<file path="src/hdl/biq_pkg.sv">
`timescale 1ns / 1ps
// ============================================================================
// biq_pkg
// Shared types and constants for the direct form 1 biquad filter unit.
// ============================================================================
package biq_pkg;

    // Coefficient format: signed Q2.16.
    localparam int COEF_WIDTH = 18;
    localparam int COEF_FRAC  = 16;

    // Configuration register index.
    localparam int CFG_INDEX_WIDTH = 3;

    // Parameter defaults.
    localparam int DEF_CHANNELS     = 4;
    localparam int DEF_SAMPLE_WIDTH = 16;

    typedef enum logic [CFG_INDEX_WIDTH-1:0] {
        CFG_COEF_B0 = 3'd0,
        CFG_COEF_B1 = 3'd1,
        CFG_COEF_B2 = 3'd2,
        CFG_COEF_A1 = 3'd3,
        CFG_COEF_A2 = 3'd4
    } t_cfg_index;

    typedef logic signed [COEF_WIDTH-1:0] t_coef;

    typedef struct packed {
        t_coef b0;
        t_coef b1;
        t_coef b2;
        t_coef a1;
        t_coef a2;
    } t_coefs;

    localparam t_coef COEF_B0_RESET = t_coef'(65536);
    localparam t_coef COEF_ZERO     = t_coef'(0);

endpackage

</file>
<file path="src/hdl/biq_history.sv">
`timescale 1ns / 1ps
// ============================================================================
// biq_history
// Per-channel history of the last two inputs and outputs, with priming.
// ============================================================================
module biq_history #(
    parameter int CHANNELS     = biq_pkg::DEF_CHANNELS,
    parameter int SAMPLE_WIDTH = biq_pkg::DEF_SAMPLE_WIDTH,
    parameter int CH_WIDTH     = (CHANNELS > 1) ? $clog2(CHANNELS) : 1
) (
    input  logic                           i_clk,
    input  logic                           i_rst_n,
    input  logic [CH_WIDTH-1:0]            i_channel,
    input  logic signed [SAMPLE_WIDTH-1:0] i_x,
    input  logic                           i_wr_en,
    input  logic signed [SAMPLE_WIDTH-1:0] i_wr_y,
    output logic signed [SAMPLE_WIDTH-1:0] o_x1,
    output logic signed [SAMPLE_WIDTH-1:0] o_x2,
    output logic signed [SAMPLE_WIDTH-1:0] o_y1,
    output logic signed [SAMPLE_WIDTH-1:0] o_y2
);
    import biq_pkg::*;

    logic signed [SAMPLE_WIDTH-1:0] r_x1 [CHANNELS];
    logic signed [SAMPLE_WIDTH-1:0] r_x2 [CHANNELS];
    logic signed [SAMPLE_WIDTH-1:0] r_y1 [CHANNELS];
    logic signed [SAMPLE_WIDTH-1:0] r_y2 [CHANNELS];
    logic [CHANNELS-1:0]            r_primed;

    // A channel that has not seen a sample yet reads its whole history as
    // the current sample.
    always_comb begin
        if (r_primed[i_channel]) begin
            o_x1 = r_x1[i_channel];
            o_x2 = r_x2[i_channel];
            o_y1 = r_y1[i_channel];
            o_y2 = r_y2[i_channel];
        end else begin
            o_x1 = i_x;
            o_x2 = i_x;
            o_y1 = i_x;
            o_y2 = i_x;
        end
    end

    always_ff @(posedge i_clk) begin
        if (!i_rst_n) begin
            r_primed <= '0;
        end else if (i_wr_en) begin
            r_primed[i_channel] <= 1'b1;
        end
    end

    always_ff @(posedge i_clk) begin
        if (i_wr_en) begin
            r_x2[i_channel] <= o_x1;
            r_x1[i_channel] <= i_x;
            r_y2[i_channel] <= o_y1;
            r_y1[i_channel] <= i_wr_y;
        end
    end

endmodule

</file>
<file path="config.mk">
export PLATFORM = sky130hd
export DESIGN_NAME = biq_history
export DESIGN_NICKNAME = d
export VERILOG_FILES = /design/src/hdl/biq_pkg.sv /design/src/hdl/biq_history.sv
export SDC_FILE = /design/constraint.sdc
export NUM_CORES = 1
export LEC_CHECK = 0
export BUFFER_PORTS_ARGS = -buffer_cell sky130_fd_sc_hd__buf_2
export CAP_MARGIN = 20
export CORE_MARGIN = 5
export CORE_UTILIZATION = 59
export DETAILED_ROUTE_END_ITERATION = 6
export GPL_TIMING_DRIVEN = 1
export PLACE_DENSITY = 0.8
export SETUP_SLACK_MARGIN = 0.2
export SLEW_MARGIN = 20
export SYNTH_ARGS = -nofsm -noshare
export SYNTH_HDL_FRONTEND = slang
export SYNTH_SLANG_ARGS = --single-unit
</file>
<file path="constraint.sdc">
create_clock -name i_clk -period 9.8 [get_ports i_clk]
set_input_delay 2.94 -clock i_clk [delete_from_list [all_inputs] [get_ports i_clk]]
set_output_delay 2.94 -clock i_clk [all_outputs]
set_load 0.005 [all_outputs]
</file>
==> impl_metrics.yaml <==
final_layout:
  fill_cells: 1076
  mostFrequentLayoutCell: "edfxtp_1"
  finish.utilization_pct: 69.17
  drive_above_1_share_pct: 50.09
  fin_nets: 568
  n_antenna_cell: 0
  final_cell_mix: "edfxtp_1, buf_2, mux4_2, mux2_4, clkbuf_16"
  finalNonFillerCells: 774
  syn2layout_area_growth_pct: 15.02
pwr:
  seqPwrFrac_pct: 52.2
  pwr-share-clk_pct: 39.9
  power_density_mw_per_mm2: 206.6
  intPower_mw: 1.981
  max-vdd-ir-drop_uv: 161.9
  switching_share_pct: 19.84
  p_leak_nw: 4.112
  p_sw_mw: 0.4905
  pwr-share-comb_pct: 7.9
setup_path:
  crit_chain: "buf_4 -> mux4_4 -> buf_12 -> mux2_4 -> buf_2"
  critPathLaunchType: "input port"
  path_buf_inv: 3
  critPathCaptureType: "output pin"
  cp_top_family: "buffers and inverters"
  cp_max_fo: 69
  path_class: "in -> out"
  worstPathArrival_ns: 5.50
  slowest_stage: "mux4_4"
  required_ns: 6.86
  critPathMaxStageDelay_ns: 0.84
detailed_routing:
  dr.pass1.iters: 5
  dr_total_vias: 4600
  wl_um: 18550
  ant_nets: 0
  detail_route.drc_violations: 0
  dr.first_iter.drc_count: 338
  avgViaCountPerCell: 5.943
  detail_route.wl_per_cell_um: 23.97
clock_tree:
  clk_pin_slew_ns: 0.06
  insertion_delay_ns: 0.51
  clock-root-buffer: "clkbuf_16"
  clkSinkCount: 260
  cts_tree: "yes"
  cts-resized-gates: 0
  holdBufCountCts: 0
  clockBufferDepth: 3
  numCtsBuffers: 26
  cts_setup_buffers: 0
  htree_levels: 1
synthesis:
  ys_types: 14
  yosys_warnings: 0
  syn_area_mm2: 0.01040
  syn_nets: 457
  syn_area_per_cell_um2: 24.76
  ys_seq_area_share_pct: 74.68
  ys_seq_elements: 260
  netlist_instances: 420
global_route:
  grt_pass1_wl_um: 28560
  antenna_found_initial: 1
  grt_overflow: 0
  grt_max_degree: 70
  grt_pass1_vias: 4956
  grt_use_total_pct: 18.47
placed_design:
  post-place-cells: 728
  port_buffers: 100
  dp_hpwl_um: 10380
  post-place-ws_ns: 1.354
  gp_congestion: 0.7192
status:
  status: "finished, final reports clean"
sta:
  setup_tns_ns: 0
  holdWs_ns: 0.4702
  finalHoldViolCount: 0
  drv_slew: 0
  fmaxAchievable_mhz: 118.6
  worst_slack_ns: 1.365
  finalSetupViolCount: 0
  min_period_ns: 8.435
  relSlewSlack_pct: 31.56
  worst_slew_pin_slew_ns: 1.027
  rsz0062_at_grt: "no"
  post-route-period-util_pct: 86.07
  skew_ns: 0.007343
die:
  die_w_um: 142.8
  die_area_mm2: 0.02038
  die_h_um: 142.8
  io_pins: 101
  fp-row-count: 48
  core_area_mm2: 0.01730
  start_util_pct: 60.13
job:
  maxCapViolCount: 0
worst_hold_path:
  hold_path.class: "reg -> reg"
[state kept, by name (all words and copies together), names as in the netlist]
| name | cells |
|---|---|
| r_y2 | 64 |
| r_x1 | 64 |
| r_y1 | 64 |
| r_x2 | 64 |
| r_primed | 4 |
[cell usage after synthesis, drive strengths merged]
cell type	number	area, um^2
edfxtp	256	7687
mux4	65	1464
and3	1	6.260
buf	18	143.9
o21a	4	30.03
and3b	2	17.52
nor3b	1	7.510
clkbuf	5	18.77
dfxtp	4	80.08
mux2	64	945.9
[power groups by stage]
| stage | combinational, mW | sequential (mW) | clock (mW) |
|---|---|---|---|
| finish | 0.196 | 1.29 | 0.985 |
| global route | 0.210 | 1.29 | 1.06 |
| CTS | 0.199 | 1.29 | 1.00 |
| detailed placement | 0.198 | 1.31 | 0 |
| global placement | 0.194 | 1.31 | 0 |
| floorplan | 0.131 | 1.31 | 0 |
[cell families after synthesis]
family / share of synthesized area (%)
AO/OA/AOI/OAI: 0.2887
buffers and inverters: 1.564
flip-flops: 74.68
multiplexers: 23.17
AND/OR/NAND/NOR: 0.3008
[per-stage QoR]
stage	power [mW]	area, um^2
finish	2.472	11960
CTS	2.493	11960
global route	2.560	11960
global placement	1.503	11100
floorplan	1.443	10400
detailed placement	1.512	11100
[metal layers]
metal	vias up	global-route usage (%)	wire length (um)
met1	2423	26.17	7724
li1	2009	-	-
met2	139	29.77	9437
met3	27	3.550	1048
met5	-	0	11
met4	2	5.703	331
[worst reg2reg max path: stages (launching register included)]
cell and delay, ns:
dfxtp_1 0.32, mux4_4 0.90, buf_12 0.32, mux2_4 0.43
[layout make-up]
cell class	instances	area, um^2	area share [%]
Clock inverter	16	173.9	1.454
Multi-Input combinational cell	137	2491	20.82
Timing Repair Buffer	106	563.0	4.706
Tap cell	225	281.5	2.353
Clock buffer	30	686.9	5.741
Sequential cell	260	7767	64.92
[worst paths after layout]
path	startpoint	end	slack, ns	depth (start not counted)
max	i_channel[1]	o_y1[9]	1.36	5
min	r_primed[0]	r_primed[0]	0.47	1
max reg2reg	r_primed[3]	r_y2[2][5]	7.57	3
min reg2reg	r_primed[0]	r_primed[0]	0.47	1
Power figures use the tool's default switching activity.
