File: src/hdl/biq_pkg.sv
`timescale 1ns / 1ps
// ============================================================================
// biq_pkg
// Shared types and constants for the direct form 1 biquad filter unit.
// ============================================================================
package biq_pkg;

    // Coefficient format: signed Q2.16.
    localparam int COEF_WIDTH = 18;
    localparam int COEF_FRAC  = 16;

    // Configuration register index.
    localparam int CFG_INDEX_WIDTH = 3;

    // Parameter defaults.
    localparam int DEF_CHANNELS     = 4;
    localparam int DEF_SAMPLE_WIDTH = 16;

    typedef enum logic [CFG_INDEX_WIDTH-1:0] {
        CFG_COEF_B0 = 3'd0,
        CFG_COEF_B1 = 3'd1,
        CFG_COEF_B2 = 3'd2,
        CFG_COEF_A1 = 3'd3,
        CFG_COEF_A2 = 3'd4
    } t_cfg_index;

    typedef logic signed [COEF_WIDTH-1:0] t_coef;

    typedef struct packed {
        t_coef b0;
        t_coef b1;
        t_coef b2;
        t_coef a1;
        t_coef a2;
    } t_coefs;

    localparam t_coef COEF_B0_RESET = t_coef'(65536);
    localparam t_coef COEF_ZERO     = t_coef'(0);

endpackage

File: src/hdl/biq_coef_regs.sv
`timescale 1ns / 1ps
// ============================================================================
// biq_coef_regs
// Holds the five filter coefficients and decodes configuration writes.
// ============================================================================
module biq_coef_regs (
    input  logic                                i_clk,
    input  logic                                i_rst_n,
    input  logic                                i_wr_en,
    input  logic [biq_pkg::CFG_INDEX_WIDTH-1:0] i_wr_index,
    input  logic [biq_pkg::COEF_WIDTH-1:0]      i_wr_data,
    output biq_pkg::t_coefs                     o_coefs
);
    import biq_pkg::*;

    t_coefs r_coefs;

    // Writes to an index beyond the register list are dropped.
    always_ff @(posedge i_clk) begin
        if (!i_rst_n) begin
            r_coefs.b0 <= COEF_B0_RESET;
            r_coefs.b1 <= COEF_ZERO;
            r_coefs.b2 <= COEF_ZERO;
            r_coefs.a1 <= COEF_ZERO;
            r_coefs.a2 <= COEF_ZERO;
        end else if (i_wr_en) begin
            case (i_wr_index)
                CFG_COEF_B0: r_coefs.b0 <= t_coef'(i_wr_data);
                CFG_COEF_B1: r_coefs.b1 <= t_coef'(i_wr_data);
                CFG_COEF_B2: r_coefs.b2 <= t_coef'(i_wr_data);
                CFG_COEF_A1: r_coefs.a1 <= t_coef'(i_wr_data);
                CFG_COEF_A2: r_coefs.a2 <= t_coef'(i_wr_data);
                default: ;
            endcase
        end
    end

    assign o_coefs = r_coefs;

endmodule

File: config.mk
export PLATFORM = sky130hd
export DESIGN_NAME = biq_coef_regs
export DESIGN_NICKNAME = d
export VERILOG_FILES = /design/src/hdl/biq_pkg.sv /design/src/hdl/biq_coef_regs.sv
export SDC_FILE = /design/constraint.sdc
export NUM_CORES = 1
export LEC_CHECK = 0
export BUFFER_PORTS_ARGS = -buffer_cell sky130_fd_sc_hd__buf_2
export CAP_MARGIN = 20
export CORE_MARGIN = 5
export CORE_UTILIZATION = 38
export DETAILED_ROUTE_END_ITERATION = 12
export GPL_ROUTABILITY_DRIVEN = 0
export PLACE_DENSITY = 0.64
export SYNTH_ARGS = -nofsm -noshare
export SYNTH_HDL_FRONTEND = slang
export SYNTH_SLANG_ARGS = --single-unit
File: constraint.sdc
create_clock -name i_clk -period 0.9 [get_ports i_clk]
set_clock_uncertainty 0.1 [all_clocks]
set_input_delay 0.045 -clock i_clk [delete_from_list [all_inputs] [get_ports i_clk]]
set_output_delay 0.045 -clock i_clk [all_outputs]
set_load 0.02 [all_outputs]
==> out/qor.csv, run 1 <==
stage,metric,value,unit
placed_design,Area after DPL,4133,sq um
die,Boundary Pins,114,
die,FP Rows,34,
cells_and_area,final core utilization,62.45,%
clocking,Worst-path clk slew,0.09,ns
logic_synthesis,synthesized area per cell,10.58,sq um
logic_synthesis,largest area contributor in the netlist,dfxtp_1,
global_route,grt met1 use,20.85,%
route,DR vias,2771,
run_status,status,"finished, violations left",
placed_design,PortBufs,113,
pwr,Seq pwr share,50.6,%
clocking,H-tree levels,3,
global_route,vias in the first global route,2952,
cells_and_area,Final nets,502,
timing,Slew headroom,82.30,%
pwr,Int Pwr,6262,uW
logic_synthesis,sequential area share after synthesis,53.87,%
pwr,Leakage Power,0.002575,uW
route,Wirelength per Cell,15.84,um
logic_synthesis,Synth Warn #,0,
placed_design,Placed Cells incl. Taps,538,
timing,Final min period,0.9686,ns
logic_synthesis,synthesized net count,340,
critical_path,"delay-heaviest family, CP",flip-flops,
timing,fmax,1032,MHz
route,Antenna Nets Post-Route,0,
clocking,Sink Count,90,
pwr,pwr/cell area,1520,nW/um^2
global_route,largest net degree at the start of global routing,49,
timing,hold_ws,0.06225,ns
logic_synthesis,synth top area cells,"dfxtp_1 54%, mux2i_1 27%, nand2_1 12%",
global_route,total gr overflow,0,
die,Vert. Die Dim,103.8,um
route,Remaining DRCs,0,
global_route,GRT Total Usage,17.04,%
critical_path,crit path DAT,0.82,ns
global_route,met3 usage,5.597,%
route,WL final,9363,um
pwr,switching share of power,23.61,%
min_path,Hold WC Path Type,input pin to register,
pwr,Comb pwr share,10.7,%
global_route,grt met2 use,28.78,%
die,Die Area,10780,sq um
logic_synthesis,cell area after synthesis,3344,sq um
cells_and_area,non-filler cells in the finished layout,591,
clocking,Max clock buf depth,2,
global_route,first-pass GRT wire length,15190,um
die,die width,103.8,um
clocking,clk root buf,clkbuf_8,
timing,worst slew pin tran,0.2644,ns
cells_and_area,layout cells sized above 1,55.49,%
clocking,Worst-Skew Late Latency,0.34,ns
placed_design,post-detail-place hpwl,6062,um
critical_path,Worst Setup End Kind,primary output,
clocking,CTS tree,done,
cells_and_area,diodes inserted,0,
timing,final worst slack,-0.06861,ns
die,Core Box Area,8636,sq um
logic_synthesis,Synth cell types,14,
global_route,GRT Max-Usage Layer,met2,
critical_path,crit path max fanout,2,
timing,Slew Limit Fails,0,
route,initial DRC count,48,
timing,unrepaired setup endpoints after global routing,yes,
critical_path,Critical Path RT,0.75,ns
critical_path,slowest CP cell,dfxtp_2,
critical_path,critical path's largest stage delay,0.36,ns
timing,"Setup violations, final",90,
cells_and_area,fill cell count,695,
pwr,Psw,1935,uW
logic_synthesis,"FF+latch count, synth",90,
pwr,worst vdd ir,680.6,uV
timing,Final Hold Fails,0,
route,vias per cell,4.689,
critical_path,worst path cell trace,buf_6,
run_status,failing checks,setup timing,
critical_path,Worst Path Buf+Inv,1,
timing,final period utilization,107.6,%
global_route,antenna violations before repair,0,
logic_synthesis,post-synth top area share,53.87,%
cells_and_area,Finished Cell Area,5393,sq um
pwr,Clk pwr share,38.6,%
critical_path,Startpoint Class,register,
route,First-pass DRT Iterations,4,
cells_and_area,area delta synth->final,61.24,%
die,Initial Util,38.73,%
job,maxcap violations,0,
clocking,CTS Buf Count,9,
critical_path,Setup CP Type,register to primary output,
cells_and_area,max reg flops,90,
logic_synthesis,Post-Synthesis Cells,316,
through the flow:
stage / TNS, ns / power [uW] / setup slack, ns
floorplan: -0.8183 / 4602 / -0.05684
global placement: -11.81 / 4882 / -0.1791
detailed placement: -14.48 / 4894 / -0.2319
CTS: -5.670 / 8221 / -0.07961
global route: -7.530 / 8512 / -0.1057
finish: -4.005 / 8197 / -0.06861
worst paths after layout:
check	startpoint	end	slack, ns	cells past startpoint
setup / recovery	o_coefs[82]$_SDFFE_PN0P_	o_coefs[82]	-0.07	1
hold / removal	i_rst_n	o_coefs[22]$_SDFFE_PN0P_	0.06	4
setup reg to reg	o_coefs[82]$_SDFFE_PN0P_	o_coefs[82]$_SDFFE_PN0P_	0.03	4
hold reg to reg	o_coefs[73]$_SDFFE_PN0P_	o_coefs[73]$_SDFFE_PN0P_	0.36	2
cell type report:
cell class	count	area (sq um)	area share (%)
flip-flops and latches	90	1914	35.50
multi-input cells	204	1403	26.01
clock buffers	11	151.4	2.807
well taps	108	135.1	2.506
clock inverters	5	85.08	1.578
repair buffers	173	1704	31.60
cells in the mapped netlist (all sizes together):
cell type and number:
mux2i 90, dfxtp 90, nand4b 1, nor2b 2, nand4bb 2, clkbuf 5
nand2 107, and4bb 1, nor4b 1, buf 17
cell families (layout without fill, tap and decap cells):
family / after synthesis / count (layout) / share of synthesized area [%]
AND/OR/NAND/NOR: 114 / 114 / 14.14
buffers and inverters: 22 / 189 / 5.050
flip-flops: 90 / 90 / 53.87
multiplexers: 90 / 90 / 26.94
routing by layer:
metal | routed length [um] | vias to the layer above
met5 | 0 | -
met4 | 72 | 0
met3 | 669 | 8
met2 | 4587 | 100
met1 | 4033 | 1301
li1 | - | 1362
cell usage in the layout (no fill, tap or decap), drive strengths merged:
cell type	Yosys	final
buf	17	155
nand2	107	107
mux2i	90	90
dfxtp	90	90
dlygate4sd3	0	18
clkbuf	5	11
nand4bb	2	2
nor2b	2	2
bufinv	0	2
nor4b	1	1
and4bb	1	1
nand4b	1	1
clkinv	0	1
clkinvlp	0	1
inv	0	1
power groups by stage:
stage	Clock [uW]	Sequential, uW	Combinational, uW
after CTS	3210	4150	861
after detailed placement	0	4210	688
after floorplan	0	4310	292
after global routing	3400	4160	947
final	3170	4150	880
after global placement	0	4200	677
repair_timing:
action	4_1_cts	5_1_grt
hold endpoints to repair	81	0
setup endpoints to repair	90	92
gates resized for setup	270	8
setup buffers	9	10
hold buffers	18	0
No activity file was read; power rests on OpenSTA's default activity.
==> inputs of run 2 (changes only) <==
==> constraint.sdc (replaced) <==
create_clock -name i_clk -period 0.8 [get_ports i_clk]
set_clock_uncertainty 0.1 [all_clocks]
set_input_delay 0.04 -clock i_clk [delete_from_list [all_inputs] [get_ports i_clk]]
set_output_delay 0.04 -clock i_clk [all_outputs]
set_load 0.02 [all_outputs]
==> out/qor.csv, run 2 (same netlist as run 1, synthesis figures left out) <==
stage,metric,value,unit
run_status,status,"finished, violations left",
run_status,failing checks,"hold timing, setup timing",
route,WL final,9499,um
die,Initial Util,38.73,%
route,Remaining DRCs,0,
global_route,GRT Total Usage,16.83,%
placed_design,Area after DPL,4145,sq um
critical_path,slowest CP cell,dfxtp_2,
global_route,total gr overflow,0,
clocking,Worst-path clk slew,0.08,ns
placed_design,dpl ws,-0.3209,ns
cells_and_area,max reg flops,90,
min_path,hold_sp,i_wr_data[6],
die,FP Rows,34,
clocking,Sink Count,90,
placed_design,PortBufs,113,
clocking,clk root buf,clkbuf_8,
critical_path,Worst R2R Start,o_coefs[11]$_SDFFE_PN0P_,
timing,final period utilization,120.6,%
clocking,CTS tree,done,
min_path,worst hold endpoint,o_coefs[6]$_SDFFE_PN0P_,
critical_path,Worst Setup End Kind,primary output,
route,DR vias,2741,
critical_path,R2R Path End,o_coefs[11]$_SDFFE_PN0P_,
critical_path,"delay-heaviest family, CP",flip-flops,
timing,worst slew pin tran,0.2698,ns
cells_and_area,area delta synth->final,60.08,%
min_path,hold path depth,3,
die,Die Area,10780,sq um
critical_path,crit path DAT,0.82,ns
critical_path,flop2flop setup slack,0,ns
die,Core Box Area,8636,sq um
timing,fmax,1037,MHz
cells_and_area,Finished Cell Area,5354,sq um
critical_path,Critical Path RT,0.66,ns
timing,"Setup violations, final",92,
die,Boundary Pins,114,
timing,Final Hold Fails,20,
pwr,Comb pwr share,11.0,%
critical_path,Setup CP Type,register to primary output,
critical_path,r2r worst-path depth,3,
pwr,Leakage Power,0.002568,uW
clocking,Max clock buf depth,2,
critical_path,Startpoint Class,register,
clocking,H-tree levels,3,
critical_path,Worst Path Buf+Inv,1,
cells_and_area,fill cell count,723,
critical_path,critical path's largest stage delay,0.36,ns
cells_and_area,most frequent cells in the layout,"101 x buf_6, 93 x nand2_1, 90 x mux2i_1, 90 x dfxtp_2, 29 x buf_4",
timing,final worst slack,-0.1645,ns
cells_and_area,diodes inserted,0,
die,Vert. Die Dim,103.8,um
route,Wirelength per Cell,16.43,um
global_route,first-pass GRT wire length,14770,um
timing,setup tns final,-12.76,ns
pwr,Int Pwr,6884,uW
global_route,antenna violations before repair,0,
timing,unrepaired setup endpoints after global routing,yes,
pwr,Psw,2042,uW
timing,Slew headroom,81.97,%
pwr,pwr/cell area,1667,nW/um^2
cells_and_area,Final nets,491,
die,die width,103.8,um
placed_design,post-detail-place hpwl,6399,um
route,initial DRC count,51,
job,maxcap violations,0,
pwr,Clk pwr share,36.7,%
clocking,CTS Buf Count,9,
cells_and_area,layout cells sized above 1,59.36,%
min_path,Hold WC Path Type,input pin to register,
pwr,switching share of power,22.88,%
pwr,worst vdd ir,943.3,uV
clocking,Worst-Skew Late Latency,0.34,ns
critical_path,crit path max fanout,2,
timing,hold_ws,-0.02454,ns
timing,Final min period,0.9645,ns
global_route,vias in the first global route,2837,
timing,Slew Limit Fails,0,
pwr,Seq pwr share,52.3,%
route,Antenna Nets Post-Route,0,
route,First-pass DRT Iterations,4,
route,vias per cell,4.742,
global_route,largest net degree at the start of global routing,26,
critical_path,worst path cell trace,buf_6,
cells_and_area,"most common cell after layout, fill and taps aside",buf_6,
==> run 2: cell count changes in the layout (fill, tap and decap cells not counted), moves of 2 or more <==
cell	previous run	this run
buf_6	94	101
clkbuf_16	0	2
dlygate4sd3_1	18	1
nand2_1	103	93
buf_12	5	8
nand4bb_1	0	2
nand4bb_2	2	0
nand2_2	4	14
buf_4	34	29
==> run 2: metrics by stage <==
step | utilization [%] | total power [uW] | instances
2_1_floorplan | - | 5189 | 316
3_3_place_gp | 48.00 | 5511 | 536
3_5_place_dp | 48.00 | 5525 | 536
4_1_cts | 59.37 | 8969 | 563
5_1_grt | 62.00 | 9279 | 578
6_report | 62.00 | 8926 | 578
==> run 2: how the worst max path moves through the flow <==
stage                                     endpoint  slack [ns]                     start  depth (start not counted)
after detailed placement  o_coefs[86]$_SDFFE_PN0P_       -0.32             i_wr_index[0]                          4
after global placement    o_coefs[82]$_SDFFE_PN0P_       -0.26             i_wr_index[0]                          4
final                                  o_coefs[54]       -0.16  o_coefs[54]$_SDFFE_PN0P_                          1
after CTS                              o_coefs[32]       -0.18  o_coefs[32]$_SDFFE_PN0P_                          1
after global routing                   o_coefs[54]       -0.21  o_coefs[54]$_SDFFE_PN0P_                          1
after floorplan           o_coefs[72]$_SDFFE_PN0P_       -0.15             i_wr_index[0]                          4
==> run 2: layout make-up <==
type	instances	area (sq um)	area share, %
multi-input cells	204	1418	26.48
flip-flops and latches	90	1914	35.76
clock buffers	11	141.4	2.641
repair buffers	162	1680	31.39
well taps	108	135.1	2.524
clock inverters	3	65.06	1.215
==> run 2: repair_timing <==
| action | in CTS | in global routing |
|---|---|---|
| hold buffers | 1 | 1 |
| cloned | 0 | 2 |
| endpoints found under the setup margin | 90 | 111 |
| hold endpoints to repair | 43 | 12 |
| buffers inserted | 12 | 19 |
| resized for setup | 270 | 27 |
| pin swaps | 0 | 1 |
==> run 2: power by group through the flow <==
| stage | logic, uW | registers (uW) | clock network [uW] |
|---|---|---|---|
| 3_5_place_dp | 793 | 4730 | 0 |
| 6_report | 983 | 4670 | 3270 |
| 2_1_floorplan | 340 | 4850 | 0 |
| 3_3_place_gp | 781 | 4730 | 0 |
| 4_1_cts | 930 | 4670 | 3370 |
| 5_1_grt | 1050 | 4680 | 3550 |
==> run 2: routing by layer <==
metal  part of all wire, %  wire (um)  track usage [%]
met1                    44       4204            21.37
met4                   1.0         99            3.885
met5                     0          0                0
met2                    47       4504            27.41
met3                   7.3        691            5.970
==> run 2: worst reg2reg max path, stage by stage, from the launching register on <==
cell	delay [ns]
dfxtp_2	0.34
buf_4	0.13
nand2_1	0.06
mux2i_1	0.06
==> inputs of run 3 (changes only) <==
--- a/config.mk
+++ b/config.mk
@@ -11,6 +11,7 @@
 export CORE_UTILIZATION = 38
 export DETAILED_ROUTE_END_ITERATION = 12
 export GPL_ROUTABILITY_DRIVEN = 0
+export MAX_ROUTING_LAYER = met4
 export PLACE_DENSITY = 0.64
 export SYNTH_ARGS = -nofsm -noshare
 export SYNTH_HDL_FRONTEND = slang
==> out/qor.csv, run 3 (same netlist as run 1, synthesis figures left out) <==
stage,metric,value,unit
run_status,status,"finished, violations left",
timing,final period utilization,121.1,%
min_path,hold_sp,i_wr_data[14],
critical_path,Worst Setup End Kind,primary output,
timing,hold_ws,-0.02383,ns
cells_and_area,Final nets,491,
route,WL final,9495,um
critical_path,flop2flop setup slack,0,ns
timing,Slew Limit Fails,0,
cells_and_area,max reg flops,90,
critical_path,crit path max fanout,2,
cells_and_area,"most common cell after layout, fill and taps aside",buf_6,
global_route,antenna violations before repair,0,
route,Wirelength per Cell,16.43,um
clocking,CTS tree,done,
placed_design,post-detail-place hpwl,6399,um
global_route,first-pass GRT wire length,14790,um
route,First-pass DRT Iterations,4,
timing,Slew headroom,81.87,%
cells_and_area,layout cells sized above 1,59.36,%
critical_path,Critical Path RT,0.66,ns
critical_path,Worst R2R Start,o_coefs[11]$_SDFFE_PN0P_,
route,vias per cell,4.758,
critical_path,critical path's largest stage delay,0.36,ns
critical_path,R2R Path End,o_coefs[11]$_SDFFE_PN0P_,
clocking,clk root buf,clkbuf_8,
timing,Final Hold Fails,21,
critical_path,r2r worst-path depth,3,
pwr,worst vdd ir,942.5,uV
clocking,H-tree levels,3,
timing,final worst slack,-0.1689,ns
die,Die Area,10780,sq um
run_status,failing checks,"hold timing, setup timing",
critical_path,Setup CP Type,register to primary output,
route,Antenna Nets Post-Route,0,
critical_path,Startpoint Class,register,
route,DR vias,2750,
cells_and_area,non-filler cells in the finished layout,578,
timing,fmax,1032,MHz
die,Vert. Die Dim,103.8,um
placed_design,Placed Cells incl. Taps,536,
timing,Final min period,0.9689,ns
pwr,Leakage Power,0.002568,uW
placed_design,PortBufs,113,
clocking,Max clock buf depth,2,
die,Boundary Pins,114,
die,FP Rows,34,
cells_and_area,diodes inserted,0,
timing,"Setup violations, final",91,
global_route,vias in the first global route,2831,
cells_and_area,register area,1914,sq um
pwr,total power,8934,uW
global_route,GRT Total Usage,17.31,%
pwr,pwr/cell area,1669,nW/um^2
timing,unrepaired setup endpoints after global routing,yes,
min_path,hold path depth,3,
die,Core Box Area,8636,sq um
die,Initial Util,38.73,%
route,initial DRC count,64,
clocking,CTS Buf Count,9,
cells_and_area,most frequent cells in the layout,"101 x buf_6, 93 x nand2_1, 90 x mux2i_1, 90 x dfxtp_2, 29 x buf_4",
clocking,Sink Count,90,
critical_path,slowest CP cell,dfxtp_2,
clocking,Worst-Skew Late Latency,0.34,ns
critical_path,"delay-heaviest family, CP",flip-flops,
cells_and_area,area delta synth->final,60.08,%
cells_and_area,fill cell count,723,
cells_and_area,multi-input logic area,1418,sq um
die,die width,103.8,um
critical_path,Worst Path Buf+Inv,1,
critical_path,crit path DAT,0.83,ns
clocking,Worst-path clk slew,0.09,ns
job,maxcap violations,0,
critical_path,worst path cell trace,buf_6,
timing,worst slew pin tran,0.2713,ns
min_path,Hold WC Path Type,input pin to register,
global_route,largest net degree at the start of global routing,26,
timing,setup tns final,-12.87,ns
min_path,worst hold endpoint,o_coefs[14]$_SDFFE_PN0P_,
route,Remaining DRCs,0,
global_route,total gr overflow,0,
run 3: area by class of cell:
| type | instances | share of cell area (%) |
|---|---|---|
| Clock buffer | 11 | 2.641 |
| Multi-Input combinational cell | 204 | 26.48 |
| Timing Repair Buffer | 162 | 31.39 |
| Clock inverter | 3 | 1.215 |
| Tap cell | 108 | 2.524 |
| Sequential cell | 90 | 35.76 |
run 3: worst max path at each step:
stage,start,end,slack (ns),cells after the start
floorplan,i_wr_index[0],o_coefs[72]$_SDFFE_PN0P_,-0.15,4
global placement,i_wr_index[0],o_coefs[82]$_SDFFE_PN0P_,-0.26,4
detailed placement,i_wr_index[0],o_coefs[86]$_SDFFE_PN0P_,-0.32,4
CTS,o_coefs[32]$_SDFFE_PN0P_,o_coefs[32],-0.18,1
global route,o_coefs[54]$_SDFFE_PN0P_,o_coefs[54],-0.21,1
finish,o_coefs[32]$_SDFFE_PN0P_,o_coefs[32],-0.17,1
run 3: layer usage:
metal / vias to the layer above / GRT usage, % / wire length, um / part of all wire, %
met5: - / - / 0 / 0
met4: 0 / 3.885 / 85 / 0.90
met3: 10 / 5.535 / 665 / 7.0
met2: 99 / 27.41 / 4543 / 48
met1: 1301 / 21.68 / 4200 / 44
li1: 1340 / - / - / -
run 3: per-stage QoR:
stage	setup WS (ns)	util [%]	cell area [sq um]	hold slack, ns
after global routing	-0.2051	62.00	5354	-0.02643
final	-0.1689	62.00	5354	-0.02383
after floorplan	-0.1518	-	3385	0.1064
after detailed placement	-0.3209	48.00	4145	0.2423
after global placement	-0.2627	48.00	4145	0.2205
after CTS	-0.1791	59.37	5127	-0.03478
run 3: timing repair:
| item | in CTS | in global routing |
|---|---|---|
| resized for setup | 270 | 27 |
| setup endpoints to repair | 90 | 111 |
| pin swaps | 0 | 1 |
| hold buffers | 1 | 1 |
| endpoints found under the hold margin | 43 | 12 |
| buffers inserted | 12 | 19 |
| gates cloned | 0 | 2 |
run 3: where the power goes:
part | switching [uW] | internal [uW] | leakage [uW]
logic | 499 | 483 | 0.00169
registers | 77.3 | 4590 | 0.000771
clock network | 1470 | 1810 | 0.000105
total | 2050 | 6880 | 0.00257
